## src/sv/slip_frame_decoder_unit_macros.svh

```systemverilog
// ---------------------------------------------------------------------------
// SLIP frame decoder assertion macros
// Wrappers for concurrent checks; empty bodies when SYNTHESIS is defined.
// ---------------------------------------------------------------------------
`ifndef SLIP_FRAME_DECODER_UNIT_MACROS_SVH
`define SLIP_FRAME_DECODER_UNIT_MACROS_SVH

`ifndef SYNTHESIS

// Same-cycle implication under reset.
`define SFD_ASSERT_IMPL(label, clk, rst_n, ante, cons) \
	label: assert property (@(posedge clk) disable iff (!rst_n) (ante) |-> (cons)) \
		else $error("sfd assertion failed");

// Next-cycle implication under reset.
`define SFD_ASSERT_NEXT(label, clk, rst_n, ante, cons) \
	label: assert property (@(posedge clk) disable iff (!rst_n) (ante) |=> (cons)) \
		else $error("sfd assertion failed");

`else

`define SFD_ASSERT_IMPL(label, clk, rst_n, ante, cons)

`define SFD_ASSERT_NEXT(label, clk, rst_n, ante, cons)

`endif

`endif

```

## src/sv/sfd_pkg.sv

```systemverilog
// ---------------------------------------------------------------------------
// SLIP frame decoder package
// Delimiter codes, field widths and the item types shared by all stages.
// ---------------------------------------------------------------------------
package sfd_pkg;

	localparam int BYTE_W = 8;
	localparam int LEN_W  = 16;

	localparam logic [BYTE_W-1:0] FEND  = 8'hC0;
	localparam logic [BYTE_W-1:0] FESC  = 8'hDB;
	localparam logic [BYTE_W-1:0] TFEND = 8'hDC;
	localparam logic [BYTE_W-1:0] TFESC = 8'hDD;

	localparam int MIN_FRAME_LEN = 3;
	localparam logic [LEN_W-1:0] POS_MAX = {LEN_W{1'b1}};

	typedef struct packed {
		logic [BYTE_W-1:0] in_byte;
		logic              is_last;
	} in_item_t;

	typedef struct packed {
		logic [BYTE_W-1:0] out_byte;
		logic              data_valid;
		logic              frame_done;
		logic              frame_ok;
		logic [LEN_W-1:0]  decoded_len;
	} out_item_t;

	// Input register contents handed to the decode stage.
	typedef struct packed {
		logic     valid;
		in_item_t item;
	} stage_t;

endpackage

```

## src/sv/sfd_if.sv

```systemverilog
// ---------------------------------------------------------------------------
// SLIP frame decoder channels
// Valid/ready channels for raw frame bytes and decoded results.
// ---------------------------------------------------------------------------
interface sfd_in_if;
	import sfd_pkg::*;

	logic              valid;
	logic              ready;
	logic [BYTE_W-1:0] in_byte;
	logic              is_last;

	modport source (output valid, output in_byte, output is_last, input ready);
	modport sink   (input valid, input in_byte, input is_last, output ready);
endinterface

interface sfd_out_if;
	import sfd_pkg::*;

	logic              valid;
	logic              ready;
	logic [BYTE_W-1:0] out_byte;
	logic              data_valid;
	logic              frame_done;
	logic              frame_ok;
	logic [LEN_W-1:0]  decoded_len;

	modport source (output valid, output out_byte, output data_valid, output frame_done,
		output frame_ok, output decoded_len, input ready);
	modport sink   (input valid, input out_byte, input data_valid, input frame_done,
		input frame_ok, input decoded_len, output ready);
endinterface

```

## src/sv/sfd_in_stage.sv

```systemverilog
// ---------------------------------------------------------------------------
// SLIP frame decoder input stage
// Registers one raw byte; refills in the same cycle the decoder takes it.
// ---------------------------------------------------------------------------
module sfd_in_stage (
	input  logic              clk,
	input  logic              arst_n,
	sfd_in_if.sink            rx,
	input  logic              take,
	output sfd_pkg::stage_t   s1
);
	import sfd_pkg::*;

	logic     valid_s1;
	in_item_t item_s1;
	logic     accept;

	assign rx.ready = !valid_s1 || take;
	assign accept   = rx.valid && rx.ready;

	always_ff @(posedge clk or negedge arst_n) begin
		if (!arst_n) begin
			valid_s1 <= 1'b0;
		end else if (accept) begin
			valid_s1 <= 1'b1;
		end else if (take) begin
			valid_s1 <= 1'b0;
		end
	end

	always_ff @(posedge clk) begin
		if (accept) begin
			item_s1.in_byte <= rx.in_byte;
			item_s1.is_last <= rx.is_last;
		end
	end

	assign s1.valid = valid_s1;
	assign s1.item  = item_s1;
endmodule

```

## src/sv/sfd_decode.sv

```systemverilog
// ---------------------------------------------------------------------------
// SLIP frame decoder core
// Holds per-frame state, unescapes one byte and forms at most one result.
// ---------------------------------------------------------------------------
module sfd_decode (
	input  logic                clk,
	input  logic                arst_n,
	input  logic                adv,
	input  sfd_pkg::in_item_t   item,
	output logic                res_valid,
	output sfd_pkg::out_item_t  res
);
	import sfd_pkg::*;

	`include "slip_frame_decoder_unit_macros.svh"

	logic [LEN_W-1:0]  pos_q, pos_n;
	logic [LEN_W-1:0]  cnt_q, cnt_n;
	logic              esc_q, esc_n;
	logic              start_q, start_n;
	logic              ovf_q, ovf_n;
	logic              pos_max;
	logic              frame_ok;
	logic              emit;
	logic [BYTE_W-1:0] dat;

	always_comb begin
		pos_max   = (pos_q == POS_MAX);
		ovf_n     = ovf_q || pos_max;
		pos_n     = pos_q;
		cnt_n     = cnt_q;
		esc_n     = esc_q;
		start_n   = start_q;
		emit      = 1'b0;
		dat       = '0;
		frame_ok  = 1'b0;
		res_valid = 1'b0;
		res       = '0;

		if (item.is_last) begin
			// Close the frame: report and clear everything.
			frame_ok = (pos_q >= LEN_W'(MIN_FRAME_LEN - 1)) && start_q &&
				(item.in_byte == FEND) && !esc_q && !ovf_n;
			res_valid        = 1'b1;
			res.frame_done   = 1'b1;
			res.frame_ok     = frame_ok;
			res.decoded_len  = frame_ok ? cnt_q : '0;
			pos_n   = '0;
			cnt_n   = '0;
			esc_n   = 1'b0;
			start_n = 1'b0;
			ovf_n   = 1'b0;
		end else begin
			if (!pos_max) begin
				pos_n = pos_q + LEN_W'(1);
			end
			if (pos_q == '0) begin
				start_n = (item.in_byte == FEND);
			end else if (!ovf_n) begin
				if (esc_q) begin
					esc_n = 1'b0;
					if (item.in_byte == TFEND) begin
						emit = 1'b1;
						dat  = FEND;
					end else if (item.in_byte == TFESC) begin
						emit = 1'b1;
						dat  = FESC;
					end
				end else if (item.in_byte == FESC) begin
					esc_n = 1'b1;
				end else begin
					emit = 1'b1;
					dat  = item.in_byte;
				end
				if (emit && start_q) begin
					res_valid      = 1'b1;
					res.out_byte   = dat;
					res.data_valid = 1'b1;
					if (cnt_q != POS_MAX) begin
						cnt_n = cnt_q + LEN_W'(1);
					end
				end
			end
		end
	end

	always_ff @(posedge clk or negedge arst_n) begin
		if (!arst_n) begin
			pos_q   <= '0;
			cnt_q   <= '0;
			esc_q   <= 1'b0;
			start_q <= 1'b0;
			ovf_q   <= 1'b0;
		end else if (adv) begin
			pos_q   <= pos_n;
			cnt_q   <= cnt_n;
			esc_q   <= esc_n;
			start_q <= start_n;
			ovf_q   <= ovf_n;
		end
	end

	`SFD_ASSERT_NEXT(a_clear_after_last, clk, arst_n, adv && item.is_last, pos_q == '0 && cnt_q == '0 && !esc_q && !start_q)
	`SFD_ASSERT_IMPL(a_ovf_saturated, clk, arst_n, ovf_q, pos_q == POS_MAX)
	`SFD_ASSERT_IMPL(a_count_below_pos, clk, arst_n, 1'b1, cnt_q <= pos_q)
	`SFD_ASSERT_IMPL(a_no_count_bad_start, clk, arst_n, !start_q, cnt_q == '0)
endmodule

```

## src/sv/sfd_out_stage.sv

```systemverilog
// ---------------------------------------------------------------------------
// SLIP frame decoder output stage
// Result register; refills in the same cycle its item is taken.
// ---------------------------------------------------------------------------
module sfd_out_stage (
	input  logic                clk,
	input  logic                arst_n,
	input  logic                load,
	input  sfd_pkg::out_item_t  res,
	output logic                free,
	sfd_out_if.source           tx
);
	import sfd_pkg::*;

	logic      valid_s2;
	out_item_t item_s2;

	assign free = !valid_s2 || tx.ready;

	always_ff @(posedge clk or negedge arst_n) begin
		if (!arst_n) begin
			valid_s2 <= 1'b0;
		end else if (load) begin
			valid_s2 <= 1'b1;
		end else if (tx.ready) begin
			valid_s2 <= 1'b0;
		end
	end

	always_ff @(posedge clk) begin
		if (load) begin
			item_s2 <= res;
		end
	end

	assign tx.valid       = valid_s2;
	assign tx.out_byte    = item_s2.out_byte;
	assign tx.data_valid  = item_s2.data_valid;
	assign tx.frame_done  = item_s2.frame_done;
	assign tx.frame_ok    = item_s2.frame_ok;
	assign tx.decoded_len = item_s2.decoded_len;
endmodule

```

## src/sv/slip_frame_decoder_unit.sv

```systemverilog
// ---------------------------------------------------------------------------
// SLIP frame decoder unit
// Streaming SLIP unescaper with per-frame length and validity report.
// ---------------------------------------------------------------------------
// A result passes the input register and then the result register before it is
//   offered; while the result register is full it waits in the input register.
// Throughput: one byte per cycle; the input register and the result register
//   are both refilled in the cycle they are emptied, so stalls only back up.
// Bytes that decode to nothing (first byte, escape, bad escape, overflow, bytes of
//   a frame not opened by FEND) give no result and leave the output untouched.
// Reset (arst_n low): both stage registers empty and all frame state cleared.
module slip_frame_decoder_unit (
	input  logic       clk,
	input  logic       arst_n,
	sfd_in_if.sink     rx,
	sfd_out_if.source  tx
);
	import sfd_pkg::*;

	stage_t    s1;
	out_item_t res;
	logic      res_valid;
	logic      out_free;
	logic      adv;

	// Advance the held byte whenever the result register can take what it yields;
	// a silent byte needs the same slot to keep ordering simple.
	assign adv = s1.valid && out_free;

	// Input register: byte and last flag.
	sfd_in_stage u_in (
		.clk    (clk),
		.arst_n (arst_n),
		.rx     (rx),
		.take   (adv),
		.s1     (s1)
	);

	// Frame state and unescape logic.
	sfd_decode u_dec (
		.clk       (clk),
		.arst_n    (arst_n),
		.adv       (adv),
		.item      (s1.item),
		.res_valid (res_valid),
		.res       (res)
	);

	// Result register: load only when the byte produced a result.
	sfd_out_stage u_out (
		.clk    (clk),
		.arst_n (arst_n),
		.load   (adv && res_valid),
		.res    (res),
		.free   (out_free),
		.tx     (tx)
	);
endmodule
```

## src/flat_wrapper.sv

```systemverilog
// flat-port wrapper written by rule: the top's interface ports become plain ports
module slip_frame_decoder_unit_flat import sfd_pkg::*;
  (clk, arst_n, rx_valid, rx_in_byte, rx_is_last, rx_ready, tx_valid, tx_out_byte, tx_data_valid, tx_frame_done, tx_frame_ok, tx_decoded_len, tx_ready);
  sfd_in_if rx_i ();
  sfd_out_if tx_i ();
  input  logic clk;
  input  logic arst_n;
  input wire logic [$bits(rx_i.valid)-1:0] rx_valid;
  input wire logic [$bits(rx_i.in_byte)-1:0] rx_in_byte;
  input wire logic [$bits(rx_i.is_last)-1:0] rx_is_last;
  output wire logic [$bits(rx_i.ready)-1:0] rx_ready;
  output wire logic [$bits(tx_i.valid)-1:0] tx_valid;
  output wire logic [$bits(tx_i.out_byte)-1:0] tx_out_byte;
  output wire logic [$bits(tx_i.data_valid)-1:0] tx_data_valid;
  output wire logic [$bits(tx_i.frame_done)-1:0] tx_frame_done;
  output wire logic [$bits(tx_i.frame_ok)-1:0] tx_frame_ok;
  output wire logic [$bits(tx_i.decoded_len)-1:0] tx_decoded_len;
  input wire logic [$bits(tx_i.ready)-1:0] tx_ready;
  assign rx_i.valid = rx_valid;
  assign rx_i.in_byte = rx_in_byte;
  assign rx_i.is_last = rx_is_last;
  assign rx_ready = rx_i.ready;
  assign tx_valid = tx_i.valid;
  assign tx_out_byte = tx_i.out_byte;
  assign tx_data_valid = tx_i.data_valid;
  assign tx_frame_done = tx_i.frame_done;
  assign tx_frame_ok = tx_i.frame_ok;
  assign tx_decoded_len = tx_i.decoded_len;
  assign tx_i.ready = tx_ready;
  slip_frame_decoder_unit u_core (.clk(clk), .arst_n(arst_n), .rx(rx_i), .tx(tx_i));
endmodule
```

## config.mk

```make
export PLATFORM = sky130hd
export DESIGN_NAME = slip_frame_decoder_unit_flat
export DESIGN_NICKNAME = d
export VERILOG_FILES = /design/src/sv/sfd_pkg.sv /design/src/sv/sfd_if.sv /design/src/sv/sfd_in_stage.sv /design/src/sv/sfd_decode.sv /design/src/sv/sfd_out_stage.sv /design/src/sv/slip_frame_decoder_unit.sv /design/src/flat_wrapper.sv
export VERILOG_INCLUDE_DIRS = /design/src /design/src/sv
export SDC_FILE = /design/constraint.sdc
export NUM_CORES = 1
export LEC_CHECK = 0
export BUFFER_PORTS_ARGS = -buffer_cell sky130_fd_sc_hd__buf_2
export CORE_ASPECT_RATIO = 0.75
export CORE_UTILIZATION = 44
export DETAILED_ROUTE_END_ITERATION = 8
export GPL_ROUTABILITY_DRIVEN = 0
export PLACE_DENSITY_LB_ADDON = 0.08
export SLEW_MARGIN = 40
export SYNTH_ARGS = -nofsm -noshare
export SYNTH_HDL_FRONTEND = slang
export SYNTH_SLANG_ARGS = --single-unit
export TNS_END_PERCENT = 20
```

## constraint.sdc

```tcl
create_clock -name clk -period 3.38 [get_ports clk]
set_input_delay 0.676 -clock clk [delete_from_list [all_inputs] [get_ports clk]]
set_output_delay 0.676 -clock clk [all_outputs]
set_load 0.005 [all_outputs]
```

Word level (Yosys, flattened, before mapping)
Index checks and enable logic that the tools add are counted.
{ "classes": {"n_addsub": 2, "n_lt_le_gt_ge": 1, "eq_ne": 9, "muxes": 37, "bitwise": 1, "n_reduce_logical": 28} }
{ "ops": {"columns": ["cell", "n"], "rows": [
  ["$mux 16", 8],
  ["$add 16x1->16 const B", 2],
  ["$eq 8x8->1 const B", 4],
  ["$mux 8", 4],
  ["$mux 1", 24],
  ["$mux 18", 1],
  ["$eq 16x16->1 const B", 1],
  ["$ge 16x2->1 const B", 1],
  ["$logic_not 16->1", 1],
  ["$ne 16x16->1 const B", 1],
  ["$reduce_bool 2->1", 5],
  ["$logic_and 1x1->1", 8],
  ["$ne 2x1->1 const B", 3],
  ["$reduce_and 2->1", 3],
  ["$reduce_and 5->1", 1],
  ["$logic_not 1->1", 4],
  ["$reduce_or 4->1", 1],
  ["$logic_or 1x1->1", 3],
  ["$reduce_and 3->1", 1],
  ["$reduce_or 3->1", 1],
  ["$not 1->1", 1]
]} }
{ "totals": {"regBits": 73, "in_bits": 13, "output_inout_bits": 29} }

Depth between registers and ports, before layout
Gate-level depths: netlist of the first run.
{ "depth": {"ltp_word": 14, "mapped_depth": 9, "depth_no_buf": 9} }

By module
From an unflattened synthesis of the first run, not the netlist that was laid out.
{ "hier_totals": {"hier_cells": 331, "hier_area_um2": 3652.3} }
{ "modules_own_cells": {"columns": ["mod", "n_inst", "cells_each", "area_per_inst_um2", "seq_area_each_um2"], "rows": [
  ["sfd_decode", 1, 285, 2449.8, 875.8],
  ["sfd_out_stage", 1, 30, 858.3, 835.8],
  ["sfd_in_stage", 1, 14, 331.6, 295.3],
  ["slip_frame_decoder_unit", 1, 2, 12.5, 0.0]
]} }

Worst setup path before layout of the first run
Ideal clock, no wire load.
{ "synth_path": {"path_kind": "register -> register", "from": "reg u_core.u_dec.pos_q[0]", "to": "reg u_core.u_out.item_s2 (netlist bit u_core.u_out.tx.data_valid) (enable)", "setup_ns": 0.411, "t_arrival_ns": 2.518, "required_ns": 2.969, "setup_slack_ns": 0.451, "stages_incl_launch_ff": 8, "synth_period_minus_slack_ns": 2.929, "path_cell_list": "dfrtp_1 ha_1 nand4_1 or4_1 nand4_1 nor2_1 nor2_1 nor2_1"} }
{ "synth_between": {"elab_chain_len": 6, "elab_cells_between_ends": 7} }
{ "synth_rtl": {"columns": ["element", "line", "source"], "rows": [
  ["start: declaration", "sfd_decode.sv:17", "logic [LEN_W-1:0] pos_q, pos_n;"],
  ["start signal: assignment", "sfd_decode.sv:95", "pos_q <= pos_n;"],
  ["$eq 16x16->1", "sfd_decode.sv:28", "pos_max = (pos_q == POS_MAX);"],
  ["$logic_or 1x1->1", "sfd_decode.sv:29", "ovf_n = ovf_q || pos_max;"],
  ["$mux 1", "sfd_decode.sv:59", "end else if (!ovf_n) begin"],
  ["$mux 1 *", "sfd_decode.sv:57", "if (pos_q == '0) begin"],
  ["$mux 1 *", "sfd_decode.sv:40", "if (item.is_last) begin"],
  ["$logic_and 1x1->1 *", "slip_frame_decoder_unit.sv:53", ".load (adv && res_valid),"],
  ["via u_core.u_out.load", "sfd_out_stage.sv:8", "input logic load,"],
  ["end signal: assignment", "sfd_out_stage.sv:32", "item_s2 <= res;"],
  ["end: declaration", "sfd_out_stage.sv:16", "out_item_t item_s2;"]
]} }
Mark *: on every way through the listed nets, which the timed path passes. The rest lies on a longest branch.
A chain may end at the register's enable or synchronous reset.

Worst setup path after layout of the first run
{ "layout_path": {"from": "reg u_core.u_dec.pos_q[0]", "to": "reg u_core.u_dec.cnt_q[11]"} }
{ "layout_between": {"elab_chain_len": 4, "elab_cells_between_ends": 6} }
{ "layout_rtl": {"columns": ["element", "line", "source"], "rows": [
  ["$eq 16x16->1", "sfd_decode.sv:28", null],
  ["$logic_or 1x1->1", "sfd_decode.sv:29", null],
  ["$ne 2x1->1 (no source line)", null, null],
  ["$reduce_and 5->1 (no source line) *", null, null],
  ["end signal: assignment", "sfd_decode.sv:96", "cnt_q <= cnt_n;"],
  ["end: declaration", "sfd_decode.sv:18", "logic [LEN_W-1:0] cnt_q, cnt_n;"]
]} }
Mark *: on every way between the ends. The rest lies on a longest branch, timed or not.

==> results.txt, run 1 <==
outcome -> finished clean
Clk pwr share -> 35.9%
die area -> 8110 µm²
Clock Sinks -> 73
power density cells -> 492 nW/µm²
# fillers -> 678
DRT antenna net count -> 0
Slew HR -> 58.7%
Vert. Die Dim -> 78.3 µm
Max Root-Sink Buffers -> 2
register bit total from synthesis -> 73
Synth async-reset ratio -> 50.7%
first-pass iteration count of the detailed router -> 4
final hold slack -> 0.284 ns
Worst Skew -> 0.00683 ns
via count -> 2543
routed wire length -> 6740 µm
CP required -> 3.66 ns
most instantiated cells after synthesis -> nor2_1 (42), dfrtp_1 (37), edfxtp_1 (36)
largest net degree at the start of global routing -> 38
fin crit share -> 81.2%
Resize count post-CTS -> 0
initial core utilization -> 45.9%
Max-Cap Viols -> 0
Max VDD drop -> 0.276 mV
H-tree level count -> 3
most common cell in the netlist -> nor2_1
Fin. Hold Viols -> 0
internal power -> 0.00142 W
synth top area cells -> edfxtp_1 (32%), dfrtp_1 (27%), nor2_1 (4.6%)
number of synthesized flops with an enable pin -> 36
Final min period -> 2.74 ns
YS warnings -> 0
class of the worst hold path -> in2async
vias in the first global route -> 2347
synthesized netlist cell count -> 316
area delta synth->final -> 15.3%
die width -> 104 µm
port buffer count -> 41
ant diodes -> 0
DR vias/cell -> 5.43
grt total ovfl -> 0
# hold bufs at CTS -> 0
clock buffer count from CTS -> 9
worst slew pin tran -> 0.616 ns
Crit Path Max Fanout -> 9
initial antenna violation count -> 0
layout cell share with drive strength beyond 1 -> 19.3%
syn nets -> 333
Setup crit start kind -> flip-flop
f_max -> 0.364 GHz
Slew Limit Fails -> 0
Mean Syn Cell Area -> 10.8 µm²
Clock transition at path regs -> 0.08 ns
area leader, netlist -> edfxtp_1
clock root buffer master -> clkbuf_8
DP HPWL -> 4610 µm
Cell Area, Synth -> 3410 µm²
Comb power frac -> 10.9%
top_reg_cell synth -> dfrtp_1
CP max stage delay -> 0.74 ns
wire per inst -> 14.4 µm
Critical Path Slowest Stage Cell -> or4b_1
switching share of total power -> 26.8%
DR DRC count -> 0
core box area -> 7430 µm²
worst endpoint data arrival time -> 3.02 ns
setup repair bufs after CTS -> 0
global-route wire length before repair -> 11600 µm
Setup crit end kind -> flip-flop
final setup violation count -> 0
Synth top area share -> 31.7%
final setup margin -> 0.635 ns
CTS tree -> done
setup tns final -> 0 ns
Synth cell types -> 45
leakage power -> 1.66 nW
CP most frequent cell -> nand4_1
NetSw -> 0.000520 W
Tot GR Track Use -> 18.4%
DRC marker count from the first detailed-route iteration -> 169
nets -> 379
num rows -> 27
register area share after synthesis -> 58.8%
clk_lat worst skew -> 0.35 ns
CP Class -> reg2reg
RSZ-0062 raised after global routing -> false
I/O pin total -> 42
Reg power frac -> 53.2%
crit path cell chain -> ha_1, nand4_1, or4_1, nand4_1, or4b_1, or3_1, a21oi_1
DP Worst Slack -> 0.595 ns
-- metrics by stage --
stage | instances | total power (W) | util, % | area, µm²
2_1_floorplan | 316 | 0.00118 | - | 3410
6_report | 468 | 0.00194 | 52.9 | 3940
3_3_place_gp | 452 | 0.00125 | 50.2 | 3730
3_5_place_dp | 452 | 0.00126 | 50.2 | 3730
4_1_cts | 468 | 0.00195 | 52.9 | 3940
5_1_grt | 468 | 0.00202 | 52.9 | 3940
-- layer usage --
layer  track usage (%)  vias up  part of all wire, %
li1                  -     1244                    -
met1              26.9     1216                   51
met2              26.8       76                   43
met3              5.48        7                  5.5
met4              4.71        0                 0.85
met5                 0        -                    0
-- cells by family after synthesis --
kind of cell             synth area share (%)
XOR/XNOR                                 4.11
adder cells (fa/ha/maj)                  1.47
buffers and inverters                    2.64
multiplexers                            0.587
AO/OA/AOI/OAI                            9.06
flip-flops                               58.8
AND/OR/NAND/NOR                          23.3
-- worst max-delay path: cells and delay by family (launching register included) --
family,cells,cell delay [ns]
and+or+nand+nor,5,1.80
DFF,1,0.45
adders and majority gates,1,0.29
AOI/OAI and AO/OA,1,0.14
-- power by group through the flow --
stage	Clock, W	Combinational [W]	Sequential, W
finish	0.000695	0.000212	0.00103
global placement	0	0.000205	0.00105
global route	0.000748	0.000238	0.00104
detailed placement	0	0.000211	0.00105
floorplan	0	0.000139	0.00104
CTS	0.000715	0.000212	0.00103
-- layout make-up --
class	instances	area, µm²	share of cell area (%)
repair buffers	45	238	6.04
clock inverters	6	67.6	1.72
inverters	11	41.3	1.05
multi-input cells	222	1320	33.5
clock buffers	10	138	3.50
flip-flops and latches	73	2010	51.0
well taps	101	126	3.21
-- flip-flops by register name (all words and copies together) (netlist names) --
register	count
u_core.u_dec.cnt_q	16
u_core.u_dec.esc_q	1
u_core.u_dec.ovf_q	1
u_core.u_dec.pos_q	16
u_core.u_dec.start_q	1
u_core.u_in.s1	9
u_core.u_in.valid_s1	1
u_core.u_out.tx.data_valid	1
u_core.u_out.tx.decoded_len	16
u_core.u_out.tx.frame_done	1
u_core.u_out.tx.frame_ok	1
u_core.u_out.tx.out_byte	8
u_core.u_out.tx.valid	1
-- final timing paths --
path / startpoint / end / slack (ns) / depth (start not counted)
max in group asynchronous: arst_n / u_core.u_dec.cnt_q[7] / 2.75 / 1
min reg2reg: u_core.u_dec.ovf_q / u_core.u_dec.ovf_q / 0.53 / 2
max: u_core.u_dec.pos_q[0] / u_core.u_dec.cnt_q[11] / 0.64 / 7
min: arst_n / u_core.u_dec.pos_q[1] / 0.28 / 1
max reg2reg: u_core.u_dec.pos_q[0] / u_core.u_dec.cnt_q[11] / 0.64 / 7
min in group clk: rx_in_byte[7] / u_core.u_in.s1[8] / 0.50 / 1
-- cell usage in the layout, fill, tap and decap left out, types with 2 or more instances in the layout --
master / count
clkinvlp_4: 2
nor4_1: 8
buf_4: 5
and4b_1: 2
nand2b_1: 2
a211oi_1: 2
xnor2_1: 5
clkbuf_8: 10
o21ai_0: 9
a31oi_1: 5
nand4_1: 14
a21oi_1: 18
a41o_2: 3
ha_1: 4
mux2i_1: 2
inv_1: 10
nand2_1: 23
a31o_2: 2
edfxtp_1: 36
and4_1: 3
nor2_1: 41
dfrtp_1: 37
o22ai_1: 4
nand3_1: 12
and3_1: 4
nor3_1: 7
clkinv_4: 2
xor2_1: 11
and2_1: 21
buf_2: 40
or3_1: 4
Power figures use the tool's default switching activity.
==> run 2, diff against run 1 <==
==> constraint.sdc (replaced) <==
create_clock -name clk -period 2.2 [get_ports clk]
set_input_delay 0.44 -clock clk [delete_from_list [all_inputs] [get_ports clk]]
set_output_delay 0.44 -clock clk [all_outputs]
set_load 0.005 [all_outputs]
==> run 2 against run 1 <==
The run now ends with negative setup slack left. Critical path depth up 2. Global-route usage grew 2.4 points. Sequential cell count unchanged. Sequential power is 51% higher. Critical endpoint is now u_core.u_dec.cnt_q[2].
==> results.txt, run 2 (same netlist as run 1, synthesis figures left out) <==
layout cell share with drive strength beyond 1 -> 35.1%
f_max -> 0.441 GHz
Setup crit start kind -> flip-flop
DP Worst Slack -> -0.130 ns
CP Class -> reg2reg
Buf+Inv Stages, Crit Path -> 2
power density cells -> 680 nW/µm²
Final min period -> 2.27 ns
Largest delay share family, worst path -> simple AND/OR/NAND/NOR gates
area delta synth->final -> 29.7%
fin crit share -> 103%
final setup violation count -> 27
global-route wire length before repair -> 12900 µm
largest net degree at the start of global routing -> 22
routed wire length -> 8020 µm
core box area -> 7430 µm²
DP HPWL -> 5460 µm
NetSw -> 0.000853 W
# hold bufs at CTS -> 0
port buffer count -> 41
Tot GR Track Use -> 20.8%
initial antenna violation count -> 0
RSZ-0062 raised after global routing -> true
ant diodes -> 0
switching share of total power -> 28.4%
grt total ovfl -> 0
num rows -> 27
initial core utilization -> 45.9%
commonest cells after routing, fill and taps aside -> buf_4 (58), buf_2 (41), nor2_1 (38)
class of the worst hold path -> in2async
nets -> 436
clock root buffer master -> clkbuf_8
# fillers -> 637
Max-Cap Viols -> 0
wire per inst -> 15.3 µm
DRT antenna net count -> 0
internal power -> 0.00215 W
Fin. Hold Viols -> 0
H-tree level count -> 3
die area -> 8110 µm²
Max Root-Sink Buffers -> 2
outcome -> finished, violations left
clock buffer count from CTS -> 9
DR DRC count -> 0
Clk pwr share -> 30.2%
leakage power -> 1.93 nW
I/O pin total -> 42
CP required -> 2.44 ns
die width -> 104 µm
clk_lat worst skew -> 0.36 ns
Clock transition at path regs -> 0.08 ns
most common cell after layout, fill and taps aside -> buf_4
CP max stage delay -> 0.53 ns
crit path cell chain -> ha_2, nand4_1, or4_4, nand4_1, buf_4, buf_4, nor3_4, and4b_1, a211o_1
Max VDD drop -> 0.321 mV
worst endpoint data arrival time -> 2.51 ns
Comb power frac -> 17.8%
setup tns final -> -0.600 ns
failing checks -> negative setup slack
worst slew pin tran -> 0.499 ns
DRC marker count from the first detailed-route iteration -> 138
CTS tree -> done
first-pass iteration count of the detailed router -> 5
Setup crit end kind -> flip-flop
Util after Layout -> 59.5%
Reg power frac -> 52.1%
Critical Path Slowest Stage Cell -> or4_4
Clock Sinks -> 73
Slew Limit Fails -> 0
Vert. Die Dim -> 78.3 µm
Slew HR -> 66.7%
DR vias/cell -> 5.28
final setup margin -> -0.0668 ns
vias in the first global route -> 2571
Crit Path Max Fanout -> 4
via count -> 2770
Worst Skew -> 0.00988 ns
-- run 2: cell types whose count changed in the layout (fill, tap and decap cells not counted), moves of 4 or more --
cell / before / now
buf_4: 5 / 58
nor2_4: 0 / 4
o21ai_1: 1 / 5
o21ai_0: 9 / 4
-- run 2: power groups by stage --
stage	logic (W)	registers, W	clock network (W)
floorplan	0.000218	0.00159	0
global placement	0.000474	0.00159	0
detailed placement	0.000481	0.00159	0
CTS	0.000492	0.00156	0.000932
global route	0.000587	0.00158	0.000991
finish	0.000534	0.00156	0.000908
-- run 2: cell type report --
cell class,instances,area (µm²),area share [%]
clock inverters,6,36.3,0.820
multi-input cells,224,1430,32.4
clock buffers,10,128,2.88
flip-flops and latches,73,2010,45.4
inverters,11,41.3,0.933
well taps,101,126,2.86
repair buffers,100,652,14.7
-- run 2: worst reg2reg max path: stages (launching register included) --
cell	delay, ns
dfrtp_1	0.40
ha_2	0.20
nand4_1	0.12
or4_4	0.53
nand4_1	0.14
buf_4	0.14
buf_4	0.13
nor3_4	0.05
and4b_1	0.18
a211o_1	0.27
-- run 2: stage by stage --
step	total power [W]	area, µm²	std cells	hold slack [ns]
floorplan	0.00181	3440	316	0.144
global placement	0.00206	4140	505	0.419
detailed placement	0.00207	4140	505	0.423
CTS	0.00299	4340	522	0.0397
global route	0.00315	4420	525	0.0541
finish	0.00301	4420	525	0.0359
-- run 2: timing repair --
item                                    CTS  global route
resized for setup                         9            19
cloned                                    1             1
hold endpoints to repair                  0             0
endpoints found under the setup margin   59            61
pin swaps                                 2             7
buffers inserted                          0             2
-- run 2: final timing paths --
check                                            from  depth (start not counted)  slack, ns                     end
worst max-delay path            u_core.u_dec.pos_q[1]                          9      -0.07   u_core.u_dec.cnt_q[2]
worst max register to register  u_core.u_dec.pos_q[1]                          9      -0.07   u_core.u_dec.cnt_q[2]
max in group asynchronous                      arst_n                          2       1.62  u_core.u_dec.cnt_q[12]
worst min-delay path                           arst_n                          1       0.04    u_core.u_in.valid_s1
worst min register to register     u_core.u_dec.ovf_q                          2       0.53      u_core.u_dec.ovf_q
min in group clk                        rx_in_byte[0]                          1       0.25       u_core.u_in.s1[1]
-- run 2: routing by layer --
layer  GRT usage (%)  part of all wire, %  vias to the layer above
met5               0                    0                        -
met4            7.86                  1.6                        0
met3            5.32                  4.1                       13
met2            30.9                   45                       66
met1            29.5                   49                     1329
li1                -                    -                     1362
